==> src/hdl/assert_macros.svh <==
// Assertion macros shared by the rational arithmetic unit modules.
// No dependencies.
`ifndef ASSERT_MACROS_SVH
`define ASSERT_MACROS_SVH

// Implication checked on every rising clock edge outside reset.
`define CHK_IMPL(label, clk, rst_n, ante, cons, msg) \
	label: assert property (@(posedge clk) disable iff (!rst_n) (ante) |-> (cons)) \
		else $error(msg);

// Next-cycle implication outside reset.
`define CHK_NEXT(label, clk, rst_n, ante, cons, msg) \
	label: assert property (@(posedge clk) disable iff (!rst_n) (ante) |=> (cons)) \
		else $error(msg);

`endif

==> src/hdl/rau_pkg.sv <==
// Shared types and constants for the rational arithmetic unit.
// No dependencies.
package rau_pkg;
	localparam int OpW   = 16;
	localparam int ProdW = 2 * OpW;
	localparam int NumW  = ProdW + 1;
	localparam int WorkW = 64;
	localparam int CntW  = 7;
	localparam int ResNumW = 33;
	localparam int ResDenW = 32;

	localparam logic [1:0] MODE_ADD = 2'd0;
	localparam logic [1:0] MODE_SUB = 2'd1;
	localparam logic [1:0] MODE_MUL = 2'd2;
	localparam logic [1:0] MODE_DIV = 2'd3;

	typedef enum logic [1:0] {
		DIV_REM  = 2'd0,
		DIV_QNUM = 2'd1,
		DIV_QDEN = 2'd2
	} div_sel_t;

	typedef struct packed {
		logic     load;
		logic     mul_step;
		logic     euclid_init;
		logic     div_start;
		div_sel_t div_sel;
		logic     swap;
		logic     take_q;
		logic     set_fault;
	} rau_cmd_t;

	typedef struct packed {
		logic add_sub;
		logic den_zero_in;
		logic x_zero;
		logic g_zero;
		logic div_done;
	} rau_sts_t;
endpackage

==> src/hdl/rau_divider.sv <==
// Restoring signed divider, one quotient bit per cycle, truncating.
// Depends on rau_pkg.
module rau_divider (
	input  logic                           clk,
	input  logic                           arst_n,
	input  logic                           start,
	input  logic signed [rau_pkg::WorkW-1:0] dividend,
	input  logic signed [rau_pkg::WorkW-1:0] divisor,
	output logic                           done,
	output logic signed [rau_pkg::WorkW-1:0] quo,
	output logic signed [rau_pkg::WorkW-1:0] rem
);
	localparam int W = rau_pkg::WorkW;
	logic [W-1:0] r_q, q_q, d_q;
	logic         nq_q, nr_q, busy_q;
	logic [6:0]   cnt_q;
	logic [W:0]   trial;
	logic [W-1:0] r_sh;

	assign r_sh  = {r_q[W-2:0], q_q[W-1]};
	assign trial = {1'b0, r_sh} - {1'b0, d_q};

	always_ff @(posedge clk or negedge arst_n) begin
		if (!arst_n) begin
			busy_q <= 1'b0;
			done   <= 1'b0;
			cnt_q  <= '0;
		end else begin
			done <= 1'b0;
			if (start) begin
				busy_q <= 1'b1;
				cnt_q  <= 7'(W);
			end else if (busy_q) begin
				cnt_q <= cnt_q - 7'd1;
				if (cnt_q == 7'd1) begin
					busy_q <= 1'b0;
					done   <= 1'b1;
				end
			end
		end
	end

	always_ff @(posedge clk) begin
		if (start) begin
			r_q  <= '0;
			q_q  <= dividend[W-1] ? W'(-dividend) : dividend;
			d_q  <= divisor[W-1] ? W'(-divisor) : divisor;
			nq_q <= dividend[W-1] ^ divisor[W-1];
			nr_q <= dividend[W-1];
		end else if (busy_q) begin
			if (!trial[W]) begin
				r_q <= trial[W-1:0];
				q_q <= {q_q[W-2:0], 1'b1};
			end else begin
				r_q <= r_sh;
				q_q <= {q_q[W-2:0], 1'b0};
			end
		end
	end

	assign quo = nq_q ? W'(-q_q) : q_q;
	assign rem = nr_q ? W'(-r_q) : r_q;
endmodule

==> src/hdl/rau_datapath.sv <==
// Datapath: cross products, Euclid registers, quotient results.
// Depends on rau_pkg, rau_divider and assert_macros.svh.
`include "assert_macros.svh"
module rau_datapath (
	input  logic                          clk,
	input  logic                          arst_n,
	input  rau_pkg::rau_cmd_t             cmd,
	input  logic [1:0]                    mode,
	input  logic signed [rau_pkg::OpW-1:0] a_num,
	input  logic signed [rau_pkg::OpW-1:0] a_den,
	input  logic signed [rau_pkg::OpW-1:0] b_num,
	input  logic signed [rau_pkg::OpW-1:0] b_den,
	output rau_pkg::rau_sts_t             sts,
	output logic [rau_pkg::ResNumW-1:0]   res_num,
	output logic [rau_pkg::ResDenW-1:0]   res_den,
	output logic                          fault
);
	localparam int W = rau_pkg::WorkW;
	localparam int P = rau_pkg::ProdW;
	logic [1:0] mode_q;
	logic signed [rau_pkg::OpW-1:0] an_q, ad_q, bn_q, bd_q;
	logic signed [P-1:0] prod;
	logic signed [rau_pkg::OpW-1:0] m_a, m_b;
	logic [1:0] step_q;
	logic signed [P-1:0] p0_q, p1_q;
	logic signed [W-1:0] num_q, den_q, x_q, y_q, g_q;
	logic signed [W-1:0] dv_n, dv_d, quo, rem;
	logic div_done;

	always_comb begin
		m_a = an_q;
		m_b = bd_q;
		case (step_q)
			2'd0: begin m_a = an_q; m_b = (mode_q == rau_pkg::MODE_MUL) ? bn_q : bd_q; end
			2'd1: begin m_a = bn_q; m_b = ad_q; end
			2'd2: begin m_a = ad_q; m_b = (mode_q == rau_pkg::MODE_DIV) ? bn_q : bd_q; end
			default: begin m_a = an_q; m_b = bd_q; end
		endcase
	end
	assign prod = P'(m_a * m_b);

	always_ff @(posedge clk or negedge arst_n) begin
		if (!arst_n) begin
			step_q <= '0;
		end else if (cmd.load) begin
			step_q <= '0;
		end else if (cmd.mul_step) begin
			step_q <= step_q + 2'd1;
		end
	end

	always_ff @(posedge clk) begin
		if (cmd.load) begin
			mode_q <= mode;
			an_q <= a_num; ad_q <= a_den; bn_q <= b_num; bd_q <= b_den;
		end
		if (cmd.mul_step) begin
			case (step_q)
				2'd0: p0_q <= prod;
				2'd1: p1_q <= prod;
				2'd2: begin
					den_q <= W'(prod);
					if (mode_q == rau_pkg::MODE_ADD)
						num_q <= W'(p0_q) + W'(p1_q);
					else if (mode_q == rau_pkg::MODE_SUB)
						num_q <= W'(p0_q) - W'(p1_q);
					else
						num_q <= W'(p0_q);
				end
				default: p0_q <= p0_q;
			endcase
		end
		if (cmd.euclid_init) begin
			x_q <= num_q;
			y_q <= den_q;
		end else if (cmd.swap) begin
			x_q <= (x_q == -W'(1)) ? '0 : rem;
			y_q <= x_q;
		end
		if (cmd.take_q) begin
			if (cmd.div_sel == rau_pkg::DIV_QNUM)
				res_num <= (g_q == -W'(1)) ? rau_pkg::ResNumW'(-num_q)
					: rau_pkg::ResNumW'(quo);
			else
				res_den <= (g_q == -W'(1)) ? rau_pkg::ResDenW'(-den_q)
					: rau_pkg::ResDenW'(quo);
		end
		if (cmd.euclid_init) g_q <= g_q;
		else if (cmd.div_start && cmd.div_sel == rau_pkg::DIV_QNUM) g_q <= y_q;
		if (cmd.set_fault) begin
			res_num <= '0;
			res_den <= '0;
		end
	end

	always_ff @(posedge clk or negedge arst_n) begin
		if (!arst_n) fault <= 1'b0;
		else if (cmd.load) fault <= 1'b0;
		else if (cmd.set_fault) fault <= 1'b1;
	end

	always_comb begin
		case (cmd.div_sel)
			rau_pkg::DIV_REM:  begin dv_n = y_q;   dv_d = x_q; end
			rau_pkg::DIV_QNUM: begin dv_n = num_q; dv_d = y_q; end
			rau_pkg::DIV_QDEN: begin dv_n = den_q; dv_d = g_q; end
			default:           begin dv_n = y_q;   dv_d = x_q; end
		endcase
	end

	rau_divider u_div (
		.clk(clk), .arst_n(arst_n), .start(cmd.div_start),
		.dividend(dv_n), .divisor(dv_d), .done(div_done), .quo(quo), .rem(rem)
	);

	assign sts.add_sub     = (mode_q == rau_pkg::MODE_ADD) || (mode_q == rau_pkg::MODE_SUB);
	assign sts.den_zero_in = (ad_q == '0) || (bd_q == '0);
	assign sts.x_zero      = (x_q == '0);
	assign sts.g_zero      = (y_q == '0);
	assign sts.div_done    = div_done;

	`CHK_NEXT(a_fault_zero, clk, arst_n, cmd.set_fault, (res_num == '0) && (res_den == '0) && fault, "fault result not zero")
	`CHK_IMPL(a_no_swap_zero, clk, arst_n, cmd.swap, !sts.x_zero, "Euclid step with zero divisor")
endmodule

==> src/hdl/rau_ctrl.sv <==
// Controller FSM sequencing products, Euclid loop and final divisions.
// Depends on rau_pkg and assert_macros.svh.
`include "assert_macros.svh"
module rau_ctrl (
	input  logic              clk,
	input  logic              arst_n,
	input  logic              in_fire,
	input  logic              out_fire,
	input  rau_pkg::rau_sts_t sts,
	output rau_pkg::rau_cmd_t cmd,
	output logic              in_rdy,
	output logic              out_vld
);
	typedef enum logic [8:0] {
		S_IDLE  = 9'b000000001,
		S_MUL   = 9'b000000010,
		S_CHK   = 9'b000000100,
		S_EUC   = 9'b000001000,
		S_REM   = 9'b000010000,
		S_QN    = 9'b000100000,
		S_QNW   = 9'b001000000,
		S_QDW   = 9'b010000000,
		S_OUT   = 9'b100000000
	} state_t;
	state_t state_q, state_d;
	logic [1:0] cnt_q;

	always_ff @(posedge clk or negedge arst_n) begin
		if (!arst_n) begin
			state_q <= S_IDLE;
			cnt_q   <= '0;
		end else begin
			state_q <= state_d;
			if (state_q == S_MUL) cnt_q <= cnt_q + 2'd1;
			else cnt_q <= '0;
		end
	end

	always_comb begin
		state_d = state_q;
		cmd = '0;
		cmd.div_sel = rau_pkg::DIV_REM;
		case (state_q)
			S_IDLE: if (in_fire) begin cmd.load = 1'b1; state_d = S_MUL; end
			S_MUL: begin
				cmd.mul_step = 1'b1;
				if (cnt_q == 2'd2) state_d = S_CHK;
			end
			S_CHK: begin
				if (sts.add_sub && sts.den_zero_in) begin
					cmd.set_fault = 1'b1; state_d = S_OUT;
				end else begin
					cmd.euclid_init = 1'b1; state_d = S_EUC;
				end
			end
			S_EUC: begin
				if (sts.x_zero) begin
					if (sts.g_zero) begin
						cmd.set_fault = 1'b1; state_d = S_OUT;
					end else begin
						cmd.div_sel = rau_pkg::DIV_QNUM;
						cmd.div_start = 1'b1; state_d = S_QN;
					end
				end else begin
					cmd.div_start = 1'b1; state_d = S_REM;
				end
			end
			S_REM: if (sts.div_done) begin cmd.swap = 1'b1; state_d = S_EUC; end
			S_QN: begin
				cmd.div_sel = rau_pkg::DIV_QNUM;
				if (sts.div_done) begin
					cmd.take_q = 1'b1; state_d = S_QNW;
				end
			end
			S_QNW: begin
				cmd.div_sel = rau_pkg::DIV_QDEN;
				cmd.div_start = 1'b1; state_d = S_QDW;
			end
			S_QDW: begin
				cmd.div_sel = rau_pkg::DIV_QDEN;
				if (sts.div_done) begin cmd.take_q = 1'b1; state_d = S_OUT; end
			end
			S_OUT: if (out_fire) state_d = S_IDLE;
			default: state_d = S_IDLE;
		endcase
	end

	assign in_rdy  = (state_q == S_IDLE);
	assign out_vld = (state_q == S_OUT);

	`CHK_IMPL(a_onehot, clk, arst_n, 1'b1, $onehot(state_q), "state not one-hot")
	`CHK_NEXT(a_load_mul, clk, arst_n, cmd.load, state_q == S_MUL, "load not followed by products")
endmodule

==> src/hdl/rational_arithmetic_unit.sv <==
// Top level of the rational arithmetic unit: stream ports, controller, datapath.
// Depends on rau_pkg, rau_ctrl, rau_datapath.
//
// Usage: one input transaction on s_axis carries mode and four 16-bit signed
// fraction parts; one output transaction on m_axis returns the reduced
// numerator (33 b), denominator (32 b) and a fault flag in tuser.
// An item runs: three cross products on one shared 16x16 multiplier, a
// check state, then the Euclid loop in which every remainder step runs
// the bit-serial divider, then two quotient divisions. After delivery
// the controller returns to idle, where the next item is accepted.
// The block takes one item at a time: s_axis_tready is high only when idle.
// The result is held in output registers while m_axis_tvalid is high and
// m_axis_tready is low; no new item is taken until it is delivered.
// Reset (arst_n low) returns the controller to idle with no result pending.
// Add/subtract with a zero input denominator, or a zero gcd, give 0/0 with
// fault set.
module rational_arithmetic_unit (
	input  logic        clk,
	input  logic        arst_n,
	input  logic        s_axis_tvalid,
	output logic        s_axis_tready,
	input  logic [71:0] s_axis_tdata,  // mode[1:0], a_num, a_den, b_num, b_den, pad
	output logic        m_axis_tvalid,
	input  logic        m_axis_tready,
	output logic [71:0] m_axis_tdata,  // res_num[32:0], res_den[64:33], pad
	output logic        m_axis_tuser   // fault
);
	rau_pkg::rau_cmd_t cmd;
	rau_pkg::rau_sts_t sts;
	logic [rau_pkg::ResNumW-1:0] res_num;
	logic [rau_pkg::ResDenW-1:0] res_den;

	rau_ctrl u_ctrl (
		.clk(clk), .arst_n(arst_n),
		.in_fire(s_axis_tvalid & s_axis_tready),
		.out_fire(m_axis_tvalid & m_axis_tready),
		.sts(sts), .cmd(cmd), .in_rdy(s_axis_tready), .out_vld(m_axis_tvalid)
	);

	rau_datapath u_dp (
		.clk(clk), .arst_n(arst_n), .cmd(cmd),
		.mode(s_axis_tdata[1:0]),
		.a_num(s_axis_tdata[17:2]), .a_den(s_axis_tdata[33:18]),
		.b_num(s_axis_tdata[49:34]), .b_den(s_axis_tdata[65:50]),
		.sts(sts), .res_num(res_num), .res_den(res_den), .fault(m_axis_tuser)
	);

	assign m_axis_tdata = {7'd0, res_den, res_num};
endmodule
==> config.mk <==
export PLATFORM = sky130hd
export DESIGN_NAME = rational_arithmetic_unit
export DESIGN_NICKNAME = d
export VERILOG_FILES = /design/src/hdl/rau_pkg.sv /design/src/hdl/rau_divider.sv /design/src/hdl/rau_datapath.sv /design/src/hdl/rau_ctrl.sv /design/src/hdl/rational_arithmetic_unit.sv
export VERILOG_INCLUDE_DIRS = /design/src /design/src/hdl
export SDC_FILE = /design/constraint.sdc
export NUM_CORES = 2
export LEC_CHECK = 0
export ABC_AREA = 1
export BUFFER_PORTS_ARGS = -buffer_cell sky130_fd_sc_hd__buf_4
export CORE_MARGIN = 3
export CORE_UTILIZATION = 40
export CTS_CLUSTER_SIZE = 12
export DETAILED_ROUTE_END_ITERATION = 10
export HOLD_SLACK_MARGIN = 0.12
export SYNTH_ARGS = -nofsm -noshare
export SYNTH_HDL_FRONTEND = slang
export SYNTH_SLANG_ARGS = --single-unit
==> constraint.sdc <==
create_clock -name clk -period 16.85 [get_ports clk]
set_input_delay 1.685 -clock clk [delete_from_list [all_inputs] [get_ports clk]]
set_output_delay 1.685 -clock clk [all_outputs]
set_load 0.03 [all_outputs]
==> results_dict.tcl <==
set metrics [dict create \
    synthFlopType "sky130_fd_sc_hd__edfxtp_1" \
    r2r_endpoint "u_dp.den_q[25]" \
    crit_required_ns 17.23 \
    fmax_mhz 103.9 \
    reg2reg_slack_ns 7.22 \
    fp.dieArea_um2 148600 \
    relSlewSlack_pct 21.46 \
    critical_path.reg2reg.startpoint "u_dp.mode_q[1]" \
    compound_cell_area_share_of_the_yosys_netlist_pct 9.531 \
    cts.htree.levels 3 \
    final_period_minus_worst_setup_slack_ns 9.627 \
    grt_setup_unrepaired "no" \
    post_route_cells_drive_above_1_share_pct 5.292 \
    mappedNetlistArea_um2 57620 \
    fill_cells 14749 \
    clkSlewWorstSetupHoldPaths_ns 0.06 \
    top_level_ports 151 \
    clock_sinks 669 \
    floorplan.initialDensity_pct 40.50 \
    design.final.nets 8740 \
    io_buffers 137 \
    total_grt_usage_pct 29.09 \
    drc 0 \
    route.vias.total 55095 \
    clockBufferDepth 3 \
    drt_wl_total_um 221000 \
    synth-edff-count 517 \
    crit_type "flop to flop" \
    buffer_type_at_the_clock_tree_root "sky130_fd_sc_hd__clkbuf_16" \
    grt_antenna_before_repair 5 \
    synth_area_leader_cell "sky130_fd_sc_hd__edfxtp_1" \
    postCtsSetupRepairBufs 0 \
    postSynth.asyncResetShare_pct 3.438 \
    yosys-mux-area-fraction_pct 0 \
    synth-simple-area-share_pct 30.81 \
    floorplan.rows 138 \
    residual_overflow_from_global_routing 0 \
    critical_path.endpoint_type "flop" \
    synth_top_family_by_area "simple AND/OR/NAND/NOR gates" \
    post_synth_inst_count 8127 \
    synth_xor_area_share_pct 2.979 \
    tightest_hold_check_type "flop to flop" \
    setup.worst_path.end "u_dp.den_q[25]" \
    run_status "finished clean" \
    post-dp-hpwl_um 177300 \
    worst-path-max-fanout 42 \
    chipWidth_um 385.5 \
    first_pass_grt_wire_length_um 325100 \
    worstSetupStartpointType "flop" \
    largest_net_degree_at_the_start_of_global_routing 89 \
    final_worst_path_period_share_pct 57.14 \
    timing.clock.skew_ns 0.06380 \
    synth_warn 0 \
    layout_commonest_cell "sky130_fd_sc_hd__nand2_1" \
    final.setup.tns_ns 0 \
    dr.first_iter.drc_count 5915 \
    cts_resized 0 \
    areaGrowthSynthToFinish_pct 9.711 \
    fp.coreArea_um2 142300 \
    worst_slew_pin_slew_ns 1.178 \
    avgSynthCellArea_um2 7.090 \
    synth.distinct_cells 58 \
    post_drt_via_cell_ratio 5.436 \
    tritoncts.num_buffers 81 \
    cts.hold.buffers_added 0 \
    tritoncts "yes" \
    synth-seq-cells 669 \
    setup_viol_count_final 0 \
    final_cell_mix "2,248 x sky130_fd_sc_hd__nand2_1, 1,224 x sky130_fd_sc_hd__inv_1, 1,013 x sky130_fd_sc_hd__nor2_1" \
    max_cap_viol_count 0 \
    report.final.hold_viol_count 0 \
    slew_violations 0 \
    clkLatencyLatePin_ns 0.73 \
    cp_launch_point "u_dp.mode_q[1]" \
    post_drt_wl_per_cell_um 21.80 \
    grt_pass1_vias 51271 \
    route.antenna.remaining_nets 0 \
    netlist.area_leader.share_pct 26.94 \
    most_area_consuming_cells_after_synthesis "sky130_fd_sc_hd__edfxtp_1 27%, sky130_fd_sc_hd__nand2_1 15%, sky130_fd_sc_hd__fa_1 9.2%" \
    die-height_um 385.5 \
    worst_r2r_path_depth 25 \
    routabilityCongestion 0.9561 \
    sequential_fraction_of_the_synthesis_area_pct 32.43 \
    detail_route.first_pass.iterations 6 \
    synth_adder_area_share_pct 14.09 \
    crit_path_dat_ns 10.00 \
]
layer usage:
| layer | vias to the layer above | share of wire (%) | wire length [um] | global-route usage (%) |
|---|---|---|---|---|
| met1 | 26359 | 43 | 95760 | 40.25 |
| li1 | 26214 | - | - | - |
| met2 | 2182 | 46 | 102200 | 47.60 |
| met5 | - | 0.0091 | 20 | 0 |
| met4 | 2 | 3.5 | 7758 | 9.004 |
| met3 | 338 | 6.9 | 15250 | 3.383 |
Yosys cell counts, drive strengths merged, types with 8 or more instances:
master	count
dfxtp	129
o21bai	25
nor2	1037
dfrtp	22
edfxtp	517
a221o	8
nor3	93
nand4	164
or2	17
nand3	627
clkinv	12
clkbuf	128
buf	117
nand2	2256
o22ai	25
nand3b	29
o211ai	23
a21boi	11
inv	1236
a21o	16
fa	265
xnor2	76
xor2	120
o21ai	554
nor4	35
a21oi	312
and2	8
o221ai	9
ha	225
worst max-delay path: stages, from the launching register on:
cell and delay [ns]:
sky130_fd_sc_hd__edfxtp_1 0.32, sky130_fd_sc_hd__buf_4 0.54, sky130_fd_sc_hd__inv_1 0.48, sky130_fd_sc_hd__nor2_2 0.46, sky130_fd_sc_hd__inv_1 0.45, sky130_fd_sc_hd__o21ai_0 0.29
sky130_fd_sc_hd__nand3_1 0.09, sky130_fd_sc_hd__o21ai_1 0.53, sky130_fd_sc_hd__inv_1 0.50, sky130_fd_sc_hd__nand2_1 0.19, sky130_fd_sc_hd__fa_1 0.42, sky130_fd_sc_hd__inv_1 0.08
sky130_fd_sc_hd__fa_1 0.43, sky130_fd_sc_hd__fa_1 0.52, sky130_fd_sc_hd__fa_1 0.52, sky130_fd_sc_hd__fa_1 0.54, sky130_fd_sc_hd__inv_1 0.05, sky130_fd_sc_hd__fa_1 0.61
sky130_fd_sc_hd__inv_1 0.07, sky130_fd_sc_hd__ha_1 0.35, sky130_fd_sc_hd__a21oi_1 0.28, sky130_fd_sc_hd__o21ai_0 0.16, sky130_fd_sc_hd__a21oi_1 0.29, sky130_fd_sc_hd__nand3_1 0.20
sky130_fd_sc_hd__a21o_1 0.21, sky130_fd_sc_hd__xor2_1 0.70
flip-flops by register name, indices dropped and copies added, names as in the netlist, 2 cells and up:
register          flops
u_dp.mode_q           2
u_dp.u_div.q_q       64
u_dp.p1_q            32
u_dp.p0_q            32
u_dp.u_div.d_q       64
u_dp.an_q            16
u_dp.bd_q            16
u_dp.res_den         32
u_dp.bn_q            16
u_dp.ad_q            16
u_dp.res_num         33
u_dp.g_q             64
u_dp.u_div.r_q       64
u_dp.num_q           33
u_dp.y_q             64
u_ctrl.cnt_q          2
u_dp.step_q           2
u_ctrl.state_q        9
u_dp.den_q           32
u_dp.x_q             64
u_dp.u_div.cnt_q      7
per-stage QoR:
| step | std cells | util [%] | area, um^2 | setup slack [ns] | hold WS [ns] |
|---|---|---|---|---|---|
| 2_1_floorplan | 8133 | - | 57640 | 6.265 | 0.4032 |
| 3_3_place_gp | 9981 | 42.49 | 60450 | 7.354 | 0.4163 |
| 3_5_place_dp | 9981 | 42.49 | 60450 | 7.132 | 0.4339 |
| 4_1_cts | 10129 | 44.42 | 63200 | 7.283 | 0.4441 |
| 5_1_grt | 10129 | 44.42 | 63200 | 6.708 | 0.4418 |
| 6_report | 10135 | 44.43 | 63210 | 7.223 | 0.4392 |
kinds of logic after synthesis:
logic type	after synthesis
AO/OA/AOI/OAI	1004
XOR/XNOR	196
adder cells (fa/ha/maj)	490
buffers and inverters	1493
flip-flops	669
other	1
AND/OR/NAND/NOR	4274
worst min-delay path by stage:
stage | end | cells after the start | slack (ns) | startpoint
floorplan | u_ctrl.cnt_q[0] | 1 | 0.40 | u_ctrl.cnt_q[0]
global placement | u_ctrl.cnt_q[0] | 1 | 0.42 | u_ctrl.cnt_q[0]
detailed placement | u_dp.g_q[1] | 0 | 0.43 | u_dp.y_q[1]
global route | u_dp.g_q[11] | 0 | 0.44 | u_dp.y_q[11]
finish | u_dp.g_q[10] | 0 | 0.44 | u_dp.y_q[10]
CTS | u_dp.g_q[10] | 0 | 0.44 | u_dp.y_q[10]
area by class of cell:
cell class / count / area (um^2) / area share (%)
repair buffers: 203 / 1524 / 2.411
multi-input cells: 5971 / 33190 / 52.50
flip-flops and latches: 669 / 18680 / 29.56
diodes: 6 / 15.01 / 0.02375
clock buffers: 110 / 2328 / 3.684
inverters: 1248 / 4687 / 7.415
well taps: 1890 / 2365 / 3.741
clock inverters: 38 / 420.4 / 0.6651
Power is not shown: default switching activity piles up to over one toggle a cycle in this logic, so the estimate is an artifact.
